[config.mk]
export PLATFORM = sky130hd
export DESIGN_NAME = led_strip_fade_breathe_refresh_flat
export DESIGN_NICKNAME = d
export VERILOG_FILES = /design/src/hdl/lsfb_pkg.sv /design/src/hdl/lsfb_if.sv /design/src/hdl/led_strip_fade_breathe_refresh.sv /design/src/hdl/lsfb_mem.sv /design/src/hdl/lsfb_seq.sv /design/src/flat_wrapper.sv
export SDC_FILE = /design/constraint.sdc
export NUM_CORES = 2
export LEC_CHECK = 0
export ABC_AREA = 0
export BUFFER_PORTS_ARGS = -buffer_cell sky130_fd_sc_hd__buf_4
export CORE_AREA = 5 5 399 401
export CTS_CLUSTER_DIAMETER = 30
export DETAILED_ROUTE_END_ITERATION = 6
export DIE_AREA = 0 0 404 406
export MAX_ROUTING_LAYER = met4
export PLACE_DENSITY_LB_ADDON = 0.05
export SLEW_MARGIN = 20
export SYNTH_ARGS = -nofsm -noshare
export SYNTH_HDL_FRONTEND = slang
export SYNTH_HIERARCHICAL = 1
export SYNTH_SLANG_ARGS = --single-unit
[constraint.sdc]
create_clock -name clk_i -period 17.6 [get_ports clk_i]
set_clock_uncertainty 0.2 [all_clocks]
set_input_delay 4.4 -clock clk_i [delete_from_list [all_inputs] [get_ports clk_i]]
set_output_delay 4.4 -clock clk_i [all_outputs]
set_load 0.02 [all_outputs]
[src/hdl/lsfb_pkg.sv]
// Shared types, constants and the per-channel fade step for the LED strip controller.
`default_nettype none

package lsfb_pkg;

  localparam int MaxLeds = 32;
  localparam int AddrW   = (MaxLeds > 1) ? $clog2(MaxLeds) : 1;
  localparam int CntW    = $clog2(MaxLeds + 1);
  localparam int IdxW    = 5;
  localparam int ChanW   = 8;
  localparam int WordW   = 24;
  localparam int CfgIdxW = 1;
  localparam int CfgDatW = 6;

  localparam logic [CntW-1:0] ResetCount = CntW'((MaxLeds < 15) ? MaxLeds : 15);

  typedef enum logic [0:0] {
    CMD_WRITE   = 1'b0,
    CMD_REFRESH = 1'b1
  } cmd_e;

  typedef enum logic [CfgIdxW-1:0] {
    REG_FADE_ENABLE = 1'b0,
    REG_LED_COUNT   = 1'b1
  } cfg_reg_e;

  typedef struct packed {
    logic [ChanW-1:0] r;
    logic [ChanW-1:0] g;
    logic [ChanW-1:0] b;
  } rgb_t;

  localparam rgb_t SetpointInit = '{r: 8'd10, g: 8'd30, b: 8'd170};

  typedef struct packed {
    logic             en;
    logic [AddrW-1:0] addr;
    rgb_t             data;
  } mem_wr_t;

  // diff/10 and diff/20 for diff < 256 via x*205 >> 11 (resp. 12)
  localparam logic [ChanW-1:0] RecipTen = 8'd205;
  localparam int FallShift = 11;
  localparam int RiseShift = 12;

  function automatic logic [ChanW-1:0] step_chan(input logic [ChanW-1:0] now,
                                                 input logic [ChanW-1:0] goal);
    logic             rising;
    logic [ChanW-1:0] diff;
    logic [15:0]      prod;
    logic [ChanW-1:0] delta;
    rising = now < goal;
    diff   = rising ? (goal - now) : (now - goal);
    prod   = {8'd0, diff} * {8'd0, RecipTen};
    delta  = rising ? ChanW'(prod >> RiseShift) : ChanW'(prod >> FallShift);
    delta  = delta + 8'd1;
    if (now == goal) begin
      return now;
    end else if (rising) begin
      return now + delta;
    end else begin
      return now - delta;
    end
  endfunction

  function automatic rgb_t step_rgb(input rgb_t now, input rgb_t goal);
    rgb_t res;
    res.r = step_chan(now.r, goal.r);
    res.g = step_chan(now.g, goal.g);
    res.b = step_chan(now.b, goal.b);
    return res;
  endfunction

endpackage

`default_nettype wire

[src/hdl/lsfb_if.sv]
// Handshake channel interfaces: command input, LED word output, register writes.
`default_nettype none

interface lsfb_in_if import lsfb_pkg::*; ();
  logic             valid;
  logic             ready;
  logic             command;
  logic [IdxW-1:0]  led_index;
  logic [ChanW-1:0] red_in;
  logic [ChanW-1:0] green_in;
  logic [ChanW-1:0] blue_in;

  modport source (output valid, command, led_index, red_in, green_in, blue_in,
                  input ready);
  modport sink   (input valid, command, led_index, red_in, green_in, blue_in,
                  output ready);
endinterface

interface lsfb_out_if import lsfb_pkg::*; ();
  logic             valid;
  logic             ready;
  logic [IdxW-1:0]  out_index;
  logic [WordW-1:0] grb_word;
  logic             last;

  modport source (output valid, out_index, grb_word, last, input ready);
  modport sink   (input valid, out_index, grb_word, last, output ready);
endinterface

interface lsfb_cfg_if import lsfb_pkg::*; ();
  logic               valid;
  logic               ready;
  logic [CfgIdxW-1:0] index;
  logic [CfgDatW-1:0] data;

  modport source (output valid, index, data, input ready);
  modport sink   (input valid, index, data, output ready);
endinterface

`default_nettype wire

[src/hdl/led_strip_fade_breathe_refresh.sv]
// A setpoint write is stored at its transfer and leaves the input ready; the first word
//   of a refresh passes the walk state register and then the output register.
// Throughput: one LED word per cycle while the output drains, set by the single read
//   port of the color memories; a refresh keeps the input not ready until the walk has
//   passed its last LED, also when the LED count is zero.
// Reset: control, registers and per-entry valid bits clear at once; no clearing pass.
`default_nettype none

module led_strip_fade_breathe_refresh import lsfb_pkg::*; (
  input  logic       clk_i,
  input  logic       rst_ni,
  lsfb_in_if.sink    in_i,
  lsfb_out_if.source out_o,
  lsfb_cfg_if.sink   cfg_i
);

  logic             fade_q;
  logic [CntW-1:0]  count_q;
  logic [AddrW-1:0] rd_addr;
  mem_wr_t          cur_wr;
  mem_wr_t          set_wr;
  rgb_t             cur_rd;
  rgb_t             set_rd;

  assign cfg_i.ready = 1'b1;

  always_ff @(posedge clk_i or negedge rst_ni) begin
    if (!rst_ni) begin
      fade_q  <= 1'b1;
      count_q <= ResetCount;
    end else if (cfg_i.valid && cfg_i.ready) begin
      unique case (cfg_reg_e'(cfg_i.index))
        REG_FADE_ENABLE: fade_q <= cfg_i.data[0];
        REG_LED_COUNT: begin
          count_q <= (int'(cfg_i.data) > MaxLeds) ? CntW'(MaxLeds) : CntW'(cfg_i.data);
        end
        default: ;
      endcase
    end
  end

  lsfb_seq u_seq (
    .clk_i       (clk_i),
    .rst_ni      (rst_ni),
    .in_i        (in_i),
    .out_o       (out_o),
    .fade_en_i   (fade_q),
    .led_count_i (count_q),
    .rd_addr_o   (rd_addr),
    .cur_wr_o    (cur_wr),
    .set_wr_o    (set_wr),
    .cur_rd_i    (cur_rd),
    .set_rd_i    (set_rd)
  );

  lsfb_mem u_mem (
    .clk_i     (clk_i),
    .rst_ni    (rst_ni),
    .rd_addr_i (rd_addr),
    .cur_wr_i  (cur_wr),
    .set_wr_i  (set_wr),
    .cur_rd_o  (cur_rd),
    .set_rd_o  (set_rd)
  );

endmodule

`default_nettype wire

[src/hdl/lsfb_mem.sv]
// Current-color and setpoint memories with registered read and per-entry valid bits.
`default_nettype none

module lsfb_mem import lsfb_pkg::*; (
  input  logic             clk_i,
  input  logic             rst_ni,
  input  logic [AddrW-1:0] rd_addr_i,
  input  mem_wr_t          cur_wr_i,
  input  mem_wr_t          set_wr_i,
  output rgb_t             cur_rd_o,
  output rgb_t             set_rd_o
);

  rgb_t               cur_mem [MaxLeds];
  rgb_t               set_mem [MaxLeds];
  rgb_t               cur_dat_q;
  rgb_t               set_dat_q;
  logic [MaxLeds-1:0] cur_vld_q;
  logic [MaxLeds-1:0] set_vld_q;
  logic               cur_hit_q;
  logic               set_hit_q;

  always_ff @(posedge clk_i) begin
    if (cur_wr_i.en) begin
      cur_mem[cur_wr_i.addr] <= cur_wr_i.data;
    end
    if (set_wr_i.en) begin
      set_mem[set_wr_i.addr] <= set_wr_i.data;
    end
    cur_dat_q <= cur_mem[rd_addr_i];
    set_dat_q <= set_mem[rd_addr_i];
  end

  always_ff @(posedge clk_i or negedge rst_ni) begin
    if (!rst_ni) begin
      cur_vld_q <= '0;
      set_vld_q <= '0;
      cur_hit_q <= 1'b0;
      set_hit_q <= 1'b0;
    end else begin
      if (cur_wr_i.en) begin
        cur_vld_q[cur_wr_i.addr] <= 1'b1;
      end
      if (set_wr_i.en) begin
        set_vld_q[set_wr_i.addr] <= 1'b1;
      end
      cur_hit_q <= cur_vld_q[rd_addr_i];
      set_hit_q <= set_vld_q[rd_addr_i];
    end
  end

  // never-written entries read as their reset color
  assign cur_rd_o = cur_hit_q ? cur_dat_q : '0;
  assign set_rd_o = set_hit_q ? set_dat_q : SetpointInit;

endmodule

`default_nettype wire

[src/hdl/lsfb_seq.sv]
// Command sequencer: setpoint writes, refresh walk with read-modify-write, output register.
`default_nettype none

module lsfb_seq import lsfb_pkg::*; (
  input  logic             clk_i,
  input  logic             rst_ni,
  lsfb_in_if.sink          in_i,
  lsfb_out_if.source       out_o,
  input  logic             fade_en_i,
  input  logic [CntW-1:0]  led_count_i,
  output logic [AddrW-1:0] rd_addr_o,
  output mem_wr_t          cur_wr_o,
  output mem_wr_t          set_wr_o,
  input  rgb_t             cur_rd_i,
  input  rgb_t             set_rd_i
);

  typedef enum logic [1:0] {
    ST_IDLE = 2'b01,
    ST_WALK = 2'b10
  } state_e;

  state_e           state_q, state_d;
  logic [CntW-1:0]  idx_q, idx_d, idx_nx;
  logic             tb_q, tb_d;
  logic             flip_q, flip_d;
  logic             out_vld_q, out_vld_d;
  logic [IdxW-1:0]  out_idx_q, out_idx_d;
  logic [WordW-1:0] out_word_q, out_word_d;
  logic             out_last_q, out_last_d;

  logic in_acc, walking, pass_empty, last_led, out_free, advance, done;
  logic at_goal, flip_now, flip_sel;
  rgb_t target, new_cur, chk;

  assign in_i.ready = (state_q == ST_IDLE);
  assign in_acc     = in_i.valid && in_i.ready;
  assign walking    = (state_q == ST_WALK);
  assign pass_empty = (led_count_i == '0);
  assign idx_nx     = idx_q + CntW'(1);
  assign last_led   = (idx_nx == led_count_i);
  assign out_free   = !out_vld_q || out_o.ready;
  assign advance    = walking && (pass_empty || out_free);
  assign done       = pass_empty || last_led;

  assign target  = tb_q ? '0 : set_rd_i;
  assign new_cur = fade_en_i ? step_rgb(cur_rd_i, target) : set_rd_i;

  // breathe check on LED 0; an empty pass checks the unchanged color
  assign chk      = pass_empty ? cur_rd_i : new_cur;
  assign at_goal  = (chk == target);
  assign flip_now = (fade_en_i && at_goal) ? (|chk) : tb_q;
  assign flip_sel = (idx_q == '0) ? flip_now : flip_q;

  // fetch the next entry while this one is written back
  assign rd_addr_o = advance ? idx_nx[AddrW-1:0] : idx_q[AddrW-1:0];

  assign cur_wr_o.en   = advance && !pass_empty;
  assign cur_wr_o.addr = idx_q[AddrW-1:0];
  assign cur_wr_o.data = new_cur;

  assign set_wr_o.en   = in_acc && (in_i.command == CMD_WRITE)
                         && (int'(in_i.led_index) < MaxLeds);
  assign set_wr_o.addr = AddrW'(in_i.led_index);
  assign set_wr_o.data = '{r: in_i.red_in, g: in_i.green_in, b: in_i.blue_in};

  always_comb begin
    state_d    = state_q;
    idx_d      = idx_q;
    tb_d       = tb_q;
    flip_d     = flip_q;
    out_vld_d  = out_vld_q && !out_o.ready;
    out_idx_d  = out_idx_q;
    out_word_d = out_word_q;
    out_last_d = out_last_q;
    unique case (state_q)
      ST_IDLE: begin
        if (in_acc && (in_i.command == CMD_REFRESH)) begin
          state_d = ST_WALK;
        end
      end
      ST_WALK: begin
        if (advance) begin
          if (!pass_empty) begin
            out_vld_d  = 1'b1;
            out_idx_d  = IdxW'(idx_q);
            out_word_d = {new_cur.g, new_cur.r, new_cur.b};
            out_last_d = last_led;
          end
          if (idx_q == '0) begin
            flip_d = flip_now;
          end
          if (done) begin
            state_d = ST_IDLE;
            idx_d   = '0;
            tb_d    = flip_sel;
          end else begin
            idx_d = idx_nx;
          end
        end
      end
      default: begin
        state_d = ST_IDLE;
      end
    endcase
  end

  always_ff @(posedge clk_i or negedge rst_ni) begin
    if (!rst_ni) begin
      state_q   <= ST_IDLE;
      idx_q     <= '0;
      tb_q      <= 1'b0;
      flip_q    <= 1'b0;
      out_vld_q <= 1'b0;
    end else begin
      state_q   <= state_d;
      idx_q     <= idx_d;
      tb_q      <= tb_d;
      flip_q    <= flip_d;
      out_vld_q <= out_vld_d;
    end
  end

  always_ff @(posedge clk_i) begin
    out_idx_q  <= out_idx_d;
    out_word_q <= out_word_d;
    out_last_q <= out_last_d;
  end

  assign out_o.valid     = out_vld_q;
  assign out_o.out_index = out_idx_q;
  assign out_o.grb_word  = out_word_q;
  assign out_o.last      = out_last_q;

endmodule

`default_nettype wire

[src/flat_wrapper.sv]
// flat-port wrapper written by rule: the top's interface ports become plain ports
module led_strip_fade_breathe_refresh_flat import lsfb_pkg::*;
  (clk_i, rst_ni, in_i_valid, in_i_command, in_i_led_index, in_i_red_in, in_i_green_in, in_i_blue_in, in_i_ready, out_o_valid, out_o_out_index, out_o_grb_word, out_o_last, out_o_ready, cfg_i_valid, cfg_i_index, cfg_i_data, cfg_i_ready);
  lsfb_in_if in_i_i ();
  lsfb_out_if out_o_i ();
  lsfb_cfg_if cfg_i_i ();
  input  logic clk_i;
  input  logic rst_ni;
  input wire logic [$bits(in_i_i.valid)-1:0] in_i_valid;
  input wire logic [$bits(in_i_i.command)-1:0] in_i_command;
  input wire logic [$bits(in_i_i.led_index)-1:0] in_i_led_index;
  input wire logic [$bits(in_i_i.red_in)-1:0] in_i_red_in;
  input wire logic [$bits(in_i_i.green_in)-1:0] in_i_green_in;
  input wire logic [$bits(in_i_i.blue_in)-1:0] in_i_blue_in;
  output wire logic [$bits(in_i_i.ready)-1:0] in_i_ready;
  output wire logic [$bits(out_o_i.valid)-1:0] out_o_valid;
  output wire logic [$bits(out_o_i.out_index)-1:0] out_o_out_index;
  output wire logic [$bits(out_o_i.grb_word)-1:0] out_o_grb_word;
  output wire logic [$bits(out_o_i.last)-1:0] out_o_last;
  input wire logic [$bits(out_o_i.ready)-1:0] out_o_ready;
  input wire logic [$bits(cfg_i_i.valid)-1:0] cfg_i_valid;
  input wire logic [$bits(cfg_i_i.index)-1:0] cfg_i_index;
  input wire logic [$bits(cfg_i_i.data)-1:0] cfg_i_data;
  output wire logic [$bits(cfg_i_i.ready)-1:0] cfg_i_ready;
  assign in_i_i.valid = in_i_valid;
  assign in_i_i.command = in_i_command;
  assign in_i_i.led_index = in_i_led_index;
  assign in_i_i.red_in = in_i_red_in;
  assign in_i_i.green_in = in_i_green_in;
  assign in_i_i.blue_in = in_i_blue_in;
  assign in_i_ready = in_i_i.ready;
  assign out_o_valid = out_o_i.valid;
  assign out_o_out_index = out_o_i.out_index;
  assign out_o_grb_word = out_o_i.grb_word;
  assign out_o_last = out_o_i.last;
  assign out_o_i.ready = out_o_ready;
  assign cfg_i_i.valid = cfg_i_valid;
  assign cfg_i_i.index = cfg_i_index;
  assign cfg_i_i.data = cfg_i_data;
  assign cfg_i_ready = cfg_i_i.ready;
  led_strip_fade_breathe_refresh u_core (.clk_i(clk_i), .rst_ni(rst_ni), .in_i(in_i_i), .out_o(out_o_i), .cfg_i(cfg_i_i));
endmodule
==> results.txt <==
The flow ran to the end, and the final reports show no timing, DRC or antenna violations. The first global-routing pass estimated 299 mm of wire. The yosys synthesis warning count came out at 6.

CTS built an H-tree with a depth of 5. The library cells used most frequently in the layout, excluding fill and tap cells, are 1566 x edfxtp_1, 818 x mux2i_1, 390 x clkbuf_16. The most critical setup path has its startpoint at u_core/u_seq/tb_q$_DFFE_PN0P_. The largest individual stage delay along the critical path comes from the cell inv_1. The required time of the critical path is 18160 ps. The part of the cycle the worst path needs is 74.8%. The area growth from synthesis to layout is 21.4%. The worst setup path is of the reg -> reg kind. The per-instance average area after synthesis came out at 14.7 um^2. The total number of nets in the final design came out at 5729. The hold path startpoint is u_core/u_mem/cur_vld_q[4]$_DFFE_PN0P_. The area share of the leading cell type in the synthesized netlist came out at 62.2%. The gate count after technology mapping is 5148. The worst relative slew slack came out at 19.9%. The unique cell type count in the Yosys netlist came out at 107. The final core area utilization is 59.1%. The sequential element share of the synthesized area is 66.3%. The detailed-routing iteration count for the pre-antenna-repair pass is 6. Among all flip-flop cells after synthesis, the most frequent one is edfxtp_1.

The number of max-slew violations in the final report is 0. 75 I/O pins were placed. At the pin with the least slew margin, the transition time is 1200 ps. The violation count after the first detailed-routing iteration came out at 4012. The number of instances resized during post-cts repair came out at 0.

The total setup buffers inserted after CTS came out at 0. The insertion delay to the later sink of the worst-skew pair came out at 910 ps. The final-report hold violation count came out at 0. Yosys mapped a number of flops with a built-in enable equal to 1566. The longest clock path from root to sink contains 4 buffers. The type of element capturing the critical path is a register. TritonCTS built the clock tree. For this run, design rule violations remaining after detail routing come to 0.

The area of the die is 164000 um^2. Setup repair after global routing left no endpoint under its margin. The die is 404 um wide.

The delay of the slowest cell on the worst path is 710 ps. The fraction of layout instances using a drive strength above 1 is 17.6%. Summed over all instances, the cell type with the most area after synthesis is edfxtp_1. The number of max-capacitance violations reported is 0. The tree built by TritonCTS fans out to 1698 sinks. Dividing the detail-routed wire length by the instance count gives 26.0 um.

In this run the critical register-to-register path is launched from u_core/u_seq/tb_q$_DFFE_PN0P_. The final cell count without fillers is 7817. The total of buffers placed on input and output ports came out at 73. The worst path needs 13160 ps of the cycle, external delays included. The number of placed cells counting well taps is 7110. For this run the aggregate overflow at the end of global routing stands at 0.

The min-delay analysis places its worst path in the category reg -> reg. The detailed-route via count is 45100. The total global-route track usage came out at 25.3%.

The total setup violations reported at the end of the flow came out at 0. The total wire length after detailed routing is 204 mm. STA classifies the critical path startpoint as a register.

The mean number of vias per cell is 5.77. The post-placement setup slack came out at 4720 ps. The CTS clock-pin slew for the worst setup and hold paths is 40 ps.

The number of nets with antenna violations after routing came out at 0. The number of antenna violations at the first check in global routing is 14. For the worst setup path, the data arrival time is 13720 ps. Of all nets on the critical path, the largest fanout is 25. Based on the critical path, the design can be clocked at up to 76.0 MHz.

Leaving out fill and tap cells, the most frequent cell in the layout is edfxtp_1. The core region is 155000 um^2. The pin count of the biggest net entering global routing came out at 114. The number of buffers added to fix hold violations after cts is 0. At the end of routability-driven placement, the weighted congestion stood at 0.893. The tree is rooted in a clkbuf_16.

The net count after synthesis is 5427. The number of buffers created by CTS came out at 385. The row count came out at 145.

In the post-synthesis netlist, the biggest area contributors are edfxtp_1 62%, mux2i_1 11%, ha_1 3.2%. Setup slack on the critical path of the routed design comes to 4440 ps. The share of async-settable or async-resettable flops after synthesis is 4.95%.

The number of global-route vias before repair came out at 45300. The total negative slack came out at 0 ps. The number of synthesized register bits came out at 1698. Detailed placement ended at an HPWL of 117 mm. The synthesized cell area is 75600 um^2. The starting density of the core came out at 48.7%. The overall die height came out at 406 um.
[area by class of cell]
cell class | count | area (um^2)
antenna | 4 | 10.0
clock buffer | 450 | 10100
clock inverter | 242 | 2800
fill | 12000 | 63500
inverter | 169 | 634
multi-input combinational | 2997 | 23800
sequential | 1698 | 50100
tap | 2058 | 2570
timing repair buffer | 199 | 1770
[final timing paths]
check,end,slack [ps],depth (start not counted)
max,u_core/u_seq/tb_q$_DFFE_PN0P_,4440,45
min,u_core/u_mem/cur_vld_q[4]$_DFFE_PN0P_,260,1
max reg2reg,u_core/u_seq/tb_q$_DFFE_PN0P_,4440,45
min reg2reg,u_core/u_mem/cur_vld_q[4]$_DFFE_PN0P_,260,1
max in group asynchronous,u_core/u_mem/cur_vld_q[12]$_DFFE_PN0P_,12710,2
min in group asynchronous,u_core/u_seq/idx_q[3]$_DFFE_PN0P_,3230,1
[cell families after synthesis]
| group | synth area share [%] |
|---|---|
| other | 0.00496 |
| adders and majority gates | 4.34 |
| and+or+nand+nor | 7.01 |
| buffers and inverters | 3.10 |
| xor gates and xnor gates | 0.984 |
| DFF | 66.3 |
| muxes | 11.1 |
| AOI/OAI and AO/OA | 7.21 |
[critical path: cells and delay by family (launching register included)]
kind	cells	cell delay, ps
and+or+nand+nor	20	4110
AOI/OAI and AO/OA	15	3920
adders and majority gates	8	3120
buffers and inverters	1	710
xor gates and xnor gates	1	500
DFF	1	480
[flip-flops by register name (all words and copies together) (netlist names), 2 cells and up]
signal / flops
u_core/u_mem/cur_mem: 768
u_core/u_mem/set_mem: 768
u_core/u_mem/cur_vld_q: 32
u_core/u_mem/set_vld_q: 32
u_core/u_mem/cur_dat_q: 24
u_core/u_mem/set_dat_q: 24
u_core/u_seq/out_o.grb_word: 24
u_core/count_q: 6
u_core/u_seq/idx_q: 6
u_core/u_seq/out_o.out_index: 5
u_core/u_seq/state_q: 2
[through the flow]
step	hold WS, ps	cell area (um^2)
floorplan	233	75600
global placement	247	78500
detailed placement	250	78600
CTS	262	91500
global route	273	91800
finish	257	91800
[layer usage]
| metal | GRT usage [%] | routed length (um) | part of all wire, % | up-vias |
|---|---|---|---|---|
| met5 | - | 0 | 0 | - |
| met4 | 6.01 | 3630 | 1.8 | 0 |
| met3 | 3.93 | 11100 | 5.4 | 266 |
| met2 | 40.1 | 97200 | 48 | 1370 |
| met1 | 35.0 | 91700 | 45 | 23100 |
| li1 | - | - | - | 20400 |
[cell usage after synthesis (all sizes together), types with 18 or more instances]
master and n:
nand2 290, nand3 214, xor2 32, dfxtp 48, edfxtp 1566, inv 169
fa 42, ha 195, nand4 19, o21a 22, nor2b 31, xnor2 52
and3 18, a21o 21, a31oi 63, o21ai 73, nand2b 22, mux2i 818
buf 160, and2 53, nor3 92, a22oi 153, dfrtp 78, clkbuf 124
nor2 163, a21oi 229, or2 73, a22o 102
Power is left out: the tool's default activity adds up to more than one toggle a clock period on the data nets, which glitch-free logic cannot reach.
